[src/rtl/core/cmm_pkg.sv]
// shared constants and types for the 2x2 complex matrix multiply core
// no dependencies; imported by every module of the block
`default_nettype none

package cmm_pkg;

  // default sample width of one real or imaginary part, Q1.15
  localparam int SAMPLE_WIDTH_DEF = 16;

  // elements per 2x2 matrix and the counter that walks them
  localparam int ELEMS = 4;
  localparam int CNT_W = $clog2(ELEMS);

  // one complex product per step, two steps per result element
  localparam int STEPS  = 2 * ELEMS;
  localparam int STEP_W = $clog2(STEPS);

  // fields per element in a queued job: a_re, a_im, b_re, b_im
  localparam int FIELDS = 4;

  // depth of the job queue between front and back
  localparam int QDEPTH = 2;

  // queue status seen by the front and the back
  typedef struct packed {
    logic full;
    logic empty;
  } cmm_qstat_t;

endpackage

`default_nettype wire

[src/rtl/core/cmm_front.sv]
// front end: accepts element requests, holds the first three elements of a matrix
// pair and pushes the complete pair as one job; depends on cmm_pkg
`default_nettype none

module cmm_front
  import cmm_pkg::*;
#(
  parameter int SAMPLE_WIDTH = SAMPLE_WIDTH_DEF
) (
  input  wire logic                                    clk_i,
  input  wire logic                                    rst_ni,
  input  wire logic                                    in_valid_i,
  output logic                                         in_ready_o,
  input  wire logic        [SAMPLE_WIDTH-1:0]          a_real_i,
  input  wire logic        [SAMPLE_WIDTH-1:0]          a_imag_i,
  input  wire logic        [SAMPLE_WIDTH-1:0]          b_real_i,
  input  wire logic        [SAMPLE_WIDTH-1:0]          b_imag_i,
  input  wire cmm_qstat_t                              qstat_i,
  output logic                                         push_o,
  output logic [ELEMS*FIELDS*SAMPLE_WIDTH-1:0]         job_o
);

  localparam int SW = SAMPLE_WIDTH;
  localparam logic [CNT_W-1:0] LAST_POS = CNT_W'(ELEMS - 1);

  logic [CNT_W-1:0] cnt_q, cnt_d;
  logic             last_pos;
  logic             accept;

  // element store for positions before the last one
  logic [SW-1:0] ar_q [ELEMS-1];
  logic [SW-1:0] ai_q [ELEMS-1];
  logic [SW-1:0] br_q [ELEMS-1];
  logic [SW-1:0] bi_q [ELEMS-1];

  // the last element needs room in the queue, earlier ones never stall
  assign last_pos   = (cnt_q == LAST_POS);
  assign in_ready_o = !last_pos || !qstat_i.full;
  assign accept     = in_valid_i && in_ready_o;
  assign push_o     = accept && last_pos;
  assign cnt_d      = accept ? cnt_q + CNT_W'(1) : cnt_q;

  // element position counter, wraps after the fourth element
  always_ff @(posedge clk_i or negedge rst_ni) begin
    if (!rst_ni) begin
      cnt_q <= '0;
    end else begin
      cnt_q <= cnt_d;
    end
  end

  // store writes, no reset on payload
  always_ff @(posedge clk_i) begin
    if (accept && !last_pos) begin
      ar_q[cnt_q] <= a_real_i;
      ai_q[cnt_q] <= a_imag_i;
      br_q[cnt_q] <= b_real_i;
      bi_q[cnt_q] <= b_imag_i;
    end
  end

  // job packing: per element a_re, a_im, b_re, b_im from the lowest bit up
  always_comb begin
    job_o = '0;
    for (int e = 0; e < ELEMS - 1; e++) begin
      job_o[(e*FIELDS + 0)*SW +: SW] = ar_q[e];
      job_o[(e*FIELDS + 1)*SW +: SW] = ai_q[e];
      job_o[(e*FIELDS + 2)*SW +: SW] = br_q[e];
      job_o[(e*FIELDS + 3)*SW +: SW] = bi_q[e];
    end
    job_o[((ELEMS-1)*FIELDS + 0)*SW +: SW] = a_real_i;
    job_o[((ELEMS-1)*FIELDS + 1)*SW +: SW] = a_imag_i;
    job_o[((ELEMS-1)*FIELDS + 2)*SW +: SW] = b_real_i;
    job_o[((ELEMS-1)*FIELDS + 3)*SW +: SW] = b_imag_i;
  end

endmodule

`default_nettype wire

[src/rtl/core/cmm_queue.sv]
// short job queue between front and back, register based
// depends on cmm_pkg for depth and status type
`default_nettype none

module cmm_queue
  import cmm_pkg::*;
#(
  parameter int WIDTH = 8
) (
  input  wire logic             clk_i,
  input  wire logic             rst_ni,
  input  wire logic             push_i,
  input  wire logic [WIDTH-1:0] push_data_i,
  input  wire logic             pop_i,
  output logic      [WIDTH-1:0] head_o,
  output cmm_qstat_t            qstat_o
);

  localparam int PTR_W = (QDEPTH > 1) ? $clog2(QDEPTH) : 1;
  localparam int CNT_QW = $clog2(QDEPTH + 1);
  localparam logic [PTR_W-1:0] PTR_LAST = PTR_W'(QDEPTH - 1);

  logic [WIDTH-1:0]  slot_q [QDEPTH];
  logic [PTR_W-1:0]  wr_ptr_q, wr_ptr_d;
  logic [PTR_W-1:0]  rd_ptr_q, rd_ptr_d;
  logic [CNT_QW-1:0] cnt_q, cnt_d;

  // pointer and fill bookkeeping
  always_comb begin
    wr_ptr_d = wr_ptr_q;
    rd_ptr_d = rd_ptr_q;
    cnt_d    = cnt_q;
    if (push_i) begin
      wr_ptr_d = (wr_ptr_q == PTR_LAST) ? '0 : wr_ptr_q + PTR_W'(1);
    end
    if (pop_i) begin
      rd_ptr_d = (rd_ptr_q == PTR_LAST) ? '0 : rd_ptr_q + PTR_W'(1);
    end
    case ({push_i, pop_i})
      2'b10:   cnt_d = cnt_q + CNT_QW'(1);
      2'b01:   cnt_d = cnt_q - CNT_QW'(1);
      default: cnt_d = cnt_q;
    endcase
  end

  always_ff @(posedge clk_i or negedge rst_ni) begin
    if (!rst_ni) begin
      wr_ptr_q <= '0;
      rd_ptr_q <= '0;
      cnt_q    <= '0;
    end else begin
      wr_ptr_q <= wr_ptr_d;
      rd_ptr_q <= rd_ptr_d;
      cnt_q    <= cnt_d;
    end
  end

  // job slots
  always_ff @(posedge clk_i) begin
    if (push_i) begin
      slot_q[wr_ptr_q] <= push_data_i;
    end
  end

  assign head_o        = slot_q[rd_ptr_q];
  assign qstat_o.empty = (cnt_q == '0);
  assign qstat_o.full  = (cnt_q == CNT_QW'(QDEPTH));

endmodule

`default_nettype wire

[src/rtl/core/cmm_back.sv]
// back end: complex multiply-accumulate over the queued job, eight complex products
// per pair, one per cycle unless stalled, and result register; depends on cmm_pkg
`default_nettype none

module cmm_back
  import cmm_pkg::*;
#(
  parameter int SAMPLE_WIDTH = SAMPLE_WIDTH_DEF,
  parameter int OUT_WIDTH    = ((2*SAMPLE_WIDTH + 2) > 64) ? 64 : (2*SAMPLE_WIDTH + 2)
) (
  input  wire logic                                clk_i,
  input  wire logic                                rst_ni,
  input  wire logic [ELEMS*FIELDS*SAMPLE_WIDTH-1:0] job_i,
  input  wire cmm_qstat_t                          qstat_i,
  output logic                                     pop_o,
  output logic                                     out_valid_o,
  input  wire logic                                out_ready_i,
  output logic      [OUT_WIDTH-1:0]                prod_real_o,
  output logic      [OUT_WIDTH-1:0]                prod_imag_o,
  output logic                                     last_o
);

  localparam int SW = SAMPLE_WIDTH;
  localparam int PW = 2 * SW;
  localparam int AW = 2 * SW + 2;
  localparam logic [STEP_W-1:0] STEP_LAST = STEP_W'(STEPS - 1);
  localparam logic [CNT_W-1:0]  K_LAST    = CNT_W'(ELEMS - 1);

  logic              en;
  logic              issue;
  logic [STEP_W-1:0] step_q, step_d;

  logic              term;
  logic [CNT_W-1:0]  a_idx, b_idx;
  logic signed [SW-1:0] ar, ai, br, bi;

  // stage 1: partial products
  logic                 s1_valid_q;
  logic                 s1_term_q;
  logic [CNT_W-1:0]     s1_k_q;
  logic signed [PW-1:0] p_rr_q, p_ii_q, p_ri_q, p_ir_q;

  // stage 2: one complex product
  logic                 s2_valid_q;
  logic                 s2_term_q;
  logic [CNT_W-1:0]     s2_k_q;
  logic signed [AW-1:0] c_re_q, c_im_q, c_re_d, c_im_d;

  // stage 3: accumulator and result register
  logic signed [AW-1:0] acc_re_q, acc_im_q;
  logic signed [AW-1:0] sum_re, sum_im;
  logic                 out_valid_q;
  logic [OUT_WIDTH-1:0] out_re_q, out_im_q;
  logic                 out_last_q;

  // the whole pipe moves whenever the result register can take a new value
  assign en     = !out_valid_q || out_ready_i;
  assign issue  = en && !qstat_i.empty;
  assign pop_o  = issue && (step_q == STEP_LAST);
  assign step_d = issue ? step_q + STEP_W'(1) : step_q;

  // step: bit 0 picks the inner term, bits above pick the result element
  assign term  = step_q[0];
  assign a_idx = {term, step_q[1]};
  assign b_idx = {step_q[2], term};

  // operand select from the head job
  always_comb begin
    ar = job_i[(int'(a_idx)*FIELDS + 0)*SW +: SW];
    ai = job_i[(int'(a_idx)*FIELDS + 1)*SW +: SW];
    br = job_i[(int'(b_idx)*FIELDS + 2)*SW +: SW];
    bi = job_i[(int'(b_idx)*FIELDS + 3)*SW +: SW];
  end

  // complex product from registered partials
  assign c_re_d = {{2{p_rr_q[PW-1]}}, p_rr_q} - {{2{p_ii_q[PW-1]}}, p_ii_q};
  assign c_im_d = {{2{p_ri_q[PW-1]}}, p_ri_q} + {{2{p_ir_q[PW-1]}}, p_ir_q};

  // second term completes the element
  assign sum_re = acc_re_q + c_re_q;
  assign sum_im = acc_im_q + c_im_q;

  // control state
  always_ff @(posedge clk_i or negedge rst_ni) begin
    if (!rst_ni) begin
      step_q      <= '0;
      s1_valid_q  <= 1'b0;
      s2_valid_q  <= 1'b0;
      out_valid_q <= 1'b0;
    end else begin
      step_q <= step_d;
      if (en) begin
        s1_valid_q  <= issue;
        s2_valid_q  <= s1_valid_q;
        out_valid_q <= s2_valid_q && s2_term_q;
      end
    end
  end

  // datapath registers
  always_ff @(posedge clk_i) begin
    if (en) begin
      s1_term_q <= term;
      s1_k_q    <= step_q[STEP_W-1:1];
      p_rr_q    <= ar * br;
      p_ii_q    <= ai * bi;
      p_ri_q    <= ar * bi;
      p_ir_q    <= ai * br;
      s2_term_q <= s1_term_q;
      s2_k_q    <= s1_k_q;
      c_re_q    <= c_re_d;
      c_im_q    <= c_im_d;
      if (s2_valid_q && !s2_term_q) begin
        acc_re_q <= c_re_q;
        acc_im_q <= c_im_q;
      end
      if (s2_valid_q && s2_term_q) begin
        out_re_q   <= sum_re[OUT_WIDTH-1:0];
        out_im_q   <= sum_im[OUT_WIDTH-1:0];
        out_last_q <= (s2_k_q == K_LAST);
      end
    end
  end

  assign out_valid_o = out_valid_q;
  assign prod_real_o = out_re_q;
  assign prod_imag_o = out_im_q;
  assign last_o      = out_last_q;

endmodule

`default_nettype wire

[src/rtl/core/complex_matmul_2x2_batch_core.sv]
// 2x2 complex matrix multiply, C = A*B, column-major, Q1.15 in, Q4.30 out
// the fourth request pushes a pair as a job; each product passes the partial-product,
// complex-product and result registers; the single complex multiply-accumulate in the
// back end sets the rate, eight products per pair, and overlaps consecutive pairs
// reset: counters, queue and valids clear; element store and queue slots hold no reset
// depends on cmm_pkg, cmm_front, cmm_queue, cmm_back
`default_nettype none

module complex_matmul_2x2_batch_core
  import cmm_pkg::*;
#(
  parameter int SAMPLE_WIDTH = SAMPLE_WIDTH_DEF,
  parameter int OUT_WIDTH    = ((2*SAMPLE_WIDTH + 2) > 64) ? 64 : (2*SAMPLE_WIDTH + 2),
  parameter int IN_TW        = ((FIELDS*SAMPLE_WIDTH + 7) / 8) * 8,
  parameter int OUT_TW       = ((2*OUT_WIDTH + 7) / 8) * 8
) (
  input  wire logic              clk_i,
  input  wire logic              rst_ni,
  input  wire logic              s_axis_tvalid_i,
  output logic                   s_axis_tready_o,
  // a_real, a_imag, b_real, b_imag from the lowest bit up
  input  wire logic [IN_TW-1:0]  s_axis_tdata_i,
  output logic                   m_axis_tvalid_o,
  input  wire logic              m_axis_tready_i,
  // prod_real, prod_imag from the lowest bit up
  output logic      [OUT_TW-1:0] m_axis_tdata_o,
  // last_of_matrix
  output logic                   m_axis_tlast_o
);

  localparam int SW = SAMPLE_WIDTH;
  localparam int JW = ELEMS * FIELDS * SW;

  logic             push;
  logic             pop;
  logic [JW-1:0]    job_in, job_head;
  cmm_qstat_t       qstat;
  logic [OUT_WIDTH-1:0] prod_re, prod_im;

  // front end
  cmm_front #(
    .SAMPLE_WIDTH(SAMPLE_WIDTH)
  ) u_front (
    .clk_i      (clk_i),
    .rst_ni     (rst_ni),
    .in_valid_i (s_axis_tvalid_i),
    .in_ready_o (s_axis_tready_o),
    .a_real_i   (s_axis_tdata_i[0*SW +: SW]),
    .a_imag_i   (s_axis_tdata_i[1*SW +: SW]),
    .b_real_i   (s_axis_tdata_i[2*SW +: SW]),
    .b_imag_i   (s_axis_tdata_i[3*SW +: SW]),
    .qstat_i    (qstat),
    .push_o     (push),
    .job_o      (job_in)
  );

  // job queue
  cmm_queue #(
    .WIDTH(JW)
  ) u_queue (
    .clk_i       (clk_i),
    .rst_ni      (rst_ni),
    .push_i      (push),
    .push_data_i (job_in),
    .pop_i       (pop),
    .head_o      (job_head),
    .qstat_o     (qstat)
  );

  // back end
  cmm_back #(
    .SAMPLE_WIDTH(SAMPLE_WIDTH),
    .OUT_WIDTH   (OUT_WIDTH)
  ) u_back (
    .clk_i       (clk_i),
    .rst_ni      (rst_ni),
    .job_i       (job_head),
    .qstat_i     (qstat),
    .pop_o       (pop),
    .out_valid_o (m_axis_tvalid_o),
    .out_ready_i (m_axis_tready_i),
    .prod_real_o (prod_re),
    .prod_imag_o (prod_im),
    .last_o      (m_axis_tlast_o)
  );

  // result packing
  always_comb begin
    m_axis_tdata_o = '0;
    m_axis_tdata_o[0 +: OUT_WIDTH]         = prod_re;
    m_axis_tdata_o[OUT_WIDTH +: OUT_WIDTH] = prod_im;
  end

`ifndef SYNTHESIS
  // the front only stalls requests when the queue has no room
  assert property (@(posedge clk_i) disable iff (!rst_ni)
    !s_axis_tready_o |-> qstat.full)
    else $error("request stalled while queue has room");

  // the front never pushes into a full queue
  assert property (@(posedge clk_i) disable iff (!rst_ni)
    push |-> !qstat.full)
    else $error("push into full queue");

  // the back never retires a job that is not there
  assert property (@(posedge clk_i) disable iff (!rst_ni)
    pop |-> !qstat.empty)
    else $error("pop from empty queue");
`endif

endmodule

`default_nettype wire
[config.mk]
export PLATFORM = sky130hd
export DESIGN_NAME = complex_matmul_2x2_batch_core
export DESIGN_NICKNAME = d
export VERILOG_FILES = /design/src/rtl/core/cmm_pkg.sv /design/src/rtl/core/cmm_front.sv /design/src/rtl/core/cmm_queue.sv /design/src/rtl/core/cmm_back.sv /design/src/rtl/core/complex_matmul_2x2_batch_core.sv
export SDC_FILE = /design/constraint.sdc
export NUM_CORES = 2
export LEC_CHECK = 0
export BUFFER_PORTS_ARGS = -buffer_cell sky130_fd_sc_hd__buf_2
export CAP_MARGIN = 25
export CORE_MARGIN = 2
export CORE_UTILIZATION = 60
export CTS_BUF_LIST = sky130_fd_sc_hd__clkbuf_4 sky130_fd_sc_hd__clkbuf_8 sky130_fd_sc_hd__clkbuf_16
export DETAILED_ROUTE_END_ITERATION = 8
export PLACE_DENSITY = 0.77
export RECOVER_POWER = 25
export SYNTH_ARGS = -nofsm -noshare
export SYNTH_HDL_FRONTEND = slang
export SYNTH_SLANG_ARGS = --single-unit
[constraint.sdc]
create_clock -name clk_i -period 27.5 [get_ports clk_i]
set_input_delay 5.5 -clock clk_i [delete_from_list [all_inputs] [get_ports clk_i]]
set_output_delay 5.5 -clock clk_i [all_outputs]
set_load 0.1 [all_outputs]
==> flow_summary.json <==
{
  "via_per_inst": 5.89,
  "dieArea_mm2": 0.137,
  "syn_to_final_growth_pct": 8.14,
  "via_count": 50744,
  "ant_nets": 0,
  "rsz0062_at_grt": "no",
  "dp_hpwl_mm": 138,
  "antenna_found_initial": 14,
  "synth_area_mm2": 0.0807,
  "max_stage_delay_ns": 1.87,
  "avgSynthCellArea_um2": 12.2,
  "post-route-period-util_pct": 39.5,
  "timing.fmax_mhz": 92.0,
  "synth_compound_area_share_pct": 5.18,
  "multiInputGateArea_mm2": 0.0440,
  "cts_max_path_buffers": 3,
  "htreeDepth": 3,
  "end_kind": "flip-flop",
  "drive_gt1_share_pct": 9.89,
  "rows": 134,
  "synth_adder_area_share_pct": 33.3,
  "critPathMaxFanout": 45,
  "gp_congestion": 0.944,
  "hold_depth": 0,
  "violations": "max-capacitance violations, max-slew violations",
  "slew_violations": 84,
  "synthesis.instances": 6633,
  "core_mm2": 0.133,
  "worst_pin_slew_ns": 2.92,
  "ff2ff_path_depth": 25,
  "ys_async_sr_fraction_pct": 1.14,
  "slew_headroom_pct": -94.7,
  "reg2reg_setup_slack_ns": 16.63,
  "grt_pass1_wl_mm": 303,
  "grt_use_total_pct": 29.1,
  "yosysWarnings": 0,
  "cts_tree": "built",
  "die_x_um": 371,
  "required_ns": 28.00,
  "first_global_vias": 53900,
  "yosys-mux-area-fraction_pct": 5.07,
  "fin_hold_ws_ns": 0.413,
  "io_buffers": 138,
  "synth_area_leaders": "edfxtp_1, fa_1, ha_1, inv_1, mux4_2",
  "nets": 8334,
  "crit_arrival_ns": 11.37,
  "period_needed_ns": 10.87,
  "yosysUniqueCellTypes": 90,
  "wirelength_mm": 194,
  "initial_core_util_pct": 60.5,
  "yosysTopAreaCellShare_pct": 38.6,
  "placed_area_mm2": 0.0838,
  "io_pins": 143,
  "postCtsSetupRepairBufs": 0,
  "critPathSlowestCell": "dfrtp_1",
  "ys_seq_area_share_pct": 39.0,
  "cap_viol_max_count": 2,
  "crit_top_cell": "fa_1",
  "ys_seq_elements": 1051,
  "cts_root_buf": "clkbuf_16",
  "setup_viol": 0,
  "overflow": 0,
  "num-fill-cells": 9634,
  "chipHeight_um": 371,
  "numCtsBuffers": 107,
  "clock-sinks": 1051,
  "seq_area_mm2": 0.0315,
  "clkTransAtPathRegs_ns": 0.06,
  "clk_latency_ns": 0.78,
  "fin_tns_setup_ns": 0,
  "finalClockSkew_ns": 0.0962,
  "synth_top_cell_by_area": "edfxtp_1",
  "synth_top_family_by_area": "adder cells",
  "crit_type": "flip-flop to flip-flop",
  "hold_violations": 0,
  "synth_xor_area_share_pct": 2.70,
  "worstHoldPathType": "flip-flop to flip-flop",
  "cts-resized-gates": 0,
  "grt_max_degree": 158,
  "finalInstanceArea_mm2": 0.0873,
  "remaining_drc_errors": 0,
  "synthSimpleGateAreaFrac_pct": 7.88,
  "ys.flop_type": "edfxtp_1",
  "synth_enable_flop_cells": 1039,
  "hold_buffers": 0,
  "outcome": "finished, violations left",
  "dr.pass1.iters": 9,
  "wl_per_cell_um": 22.5,
  "critPathLaunchType": "flip-flop",
  "drt_iter0_markers": 5004
}
cells by family (layout without fill, tap and decap cells):
| kind of cell | Yosys count | count (layout) |
|---|---|---|
| adders and majority gates | 1517 | 1517 |
| AOI/OAI and AO/OA | 629 | 629 |
| buffers and inverters | 1457 | 1658 |
| other | 1 | 9 |
| muxes | 242 | 242 |
| xor gates and xnor gates | 249 | 249 |
| and+or+nand+nor | 1487 | 1487 |
| DFF | 1051 | 1051 |
final cells by class:
cell class / instances / share of cell area [%]
Tap cell: 1768 / 2.53
Clock inverter: 73 / 0.846
Clock buffer: 124 / 3.21
Sequential cell: 1051 / 36.1
Antenna cell: 5 / 0.0143
Multi-Input combinational cell: 4128 / 50.4
Timing Repair Buffer: 213 / 1.52
Inverter: 1248 / 5.37
worst max-delay path, delay by kind of cell, from the launching register on:
kind | cells | cell delay (ns)
mux | 2 | 1.29
simple gates | 2 | 0.35
fa+ha+maj | 7 | 3.39
compound gates | 7 | 1.67
buf+inv | 6 | 1.77
xor+xnor | 1 | 0.15
flops | 1 | 1.87
routing by layer:
layer	vias up	wire length [um]	track usage (%)
met1	25655	70800	36.5
met2	2487	92100	47.2
met5	-	116	0
li1	21920	-	-
met3	664	19400	7.42
met4	18	11500	14.6
final timing paths:
check,start,to
min,u_back.s1_term_q$_DFFE_PP_,u_back.s2_term_q$_DFFE_PP_
min reg2reg,u_back.s1_term_q$_DFFE_PP_,u_back.s2_term_q$_DFFE_PP_
max reg2reg,u_back.step_q[0]$_DFFE_PN0P_,u_back.p_ii_q[31]$_DFFE_PP_
max in group asynchronous,rst_ni,u_queue.rd_ptr_q$_DFFE_PN0P_
max,u_back.step_q[0]$_DFFE_PN0P_,u_back.p_ii_q[31]$_DFFE_PP_
min in group asynchronous,rst_ni,u_front.cnt_q[1]$_DFFE_PN0P_
flip-flops by register name, indices dropped and copies added (netlist names), 33 cells and up:
signal,flops
u_back.acc_re_q,33
u_back.prod_imag_o,34
u_back.acc_im_q,33
u_back.prod_real_o,34
u_front.ai_q,48
u_front.br_q,48
u_back.c_re_q,33
u_front.bi_q,48
u_front.ar_q,48
u_queue.slot_q,512
u_back.c_im_q,33
synthesized netlist by cell type, types with 17 or more instances:
cell type / instances
a31oi_1: 20
a21o_1: 96
and3_1: 21
nor3_1: 35
mux4_2: 128
fa_1: 1052
o21bai_1: 26
nand2b_1: 67
and2_1: 22
a211oi_1: 26
xnor2_1: 183
inv_1: 1247
ha_1: 465
nand2_1: 532
mux2_2: 53
o211ai_1: 17
nand3_1: 45
buf_2: 33
edfxtp_1: 1039
o21ai_0: 93
nor2b_1: 37
o21a_1: 47
mux2i_1: 61
nor2_1: 637
xor2_1: 66
a21oi_1: 177
or2_2: 35
clkbuf_1: 159
stage by stage:
stage	setup WS (ns)	std cells	util, %
final	16.63	8610	65.4
after global placement	17.91	8406	62.7
after CTS	17.70	8604	65.4
after detailed placement	17.74	8407	62.8
after global routing	16.09	8606	65.4
after floorplan	10.28	6636	-
cell usage in the layout (no fill, tap or decap), types with 16 or more instances in the layout:
cell	netlist	layout
mux2i_4	0	16
o21a_1	47	47
o211ai_1	17	17
nand3_1	45	45
a211oi_1	26	29
clkbuf_4	0	17
mux4_2	128	128
and2_1	22	19
xnor2_1	183	183
mux2i_1	61	22
edfxtp_1	1039	1039
nor2_1	637	633
a21o_1	96	96
mux2_2	53	53
or2_2	35	35
buf_4	5	69
a21oi_1	177	178
clkbuf_16	0	107
nand2_1	532	532
and3_1	21	21
o21bai_1	26	26
a31oi_1	20	20
nor2b_1	37	37
inv_1	1247	1247
clkinv_1	1	32
buf_2	33	138
clkinv_2	0	16
nor3_1	35	35
o21ai_0	93	95
nand2b_1	67	66
ha_1	465	465
fa_1	1052	1052
xor2_1	66	66
mux2i_2	0	23
Power is left out: the tool's default activity adds up to more than one toggle a clock period on the data nets, which glitch-free logic cannot reach.
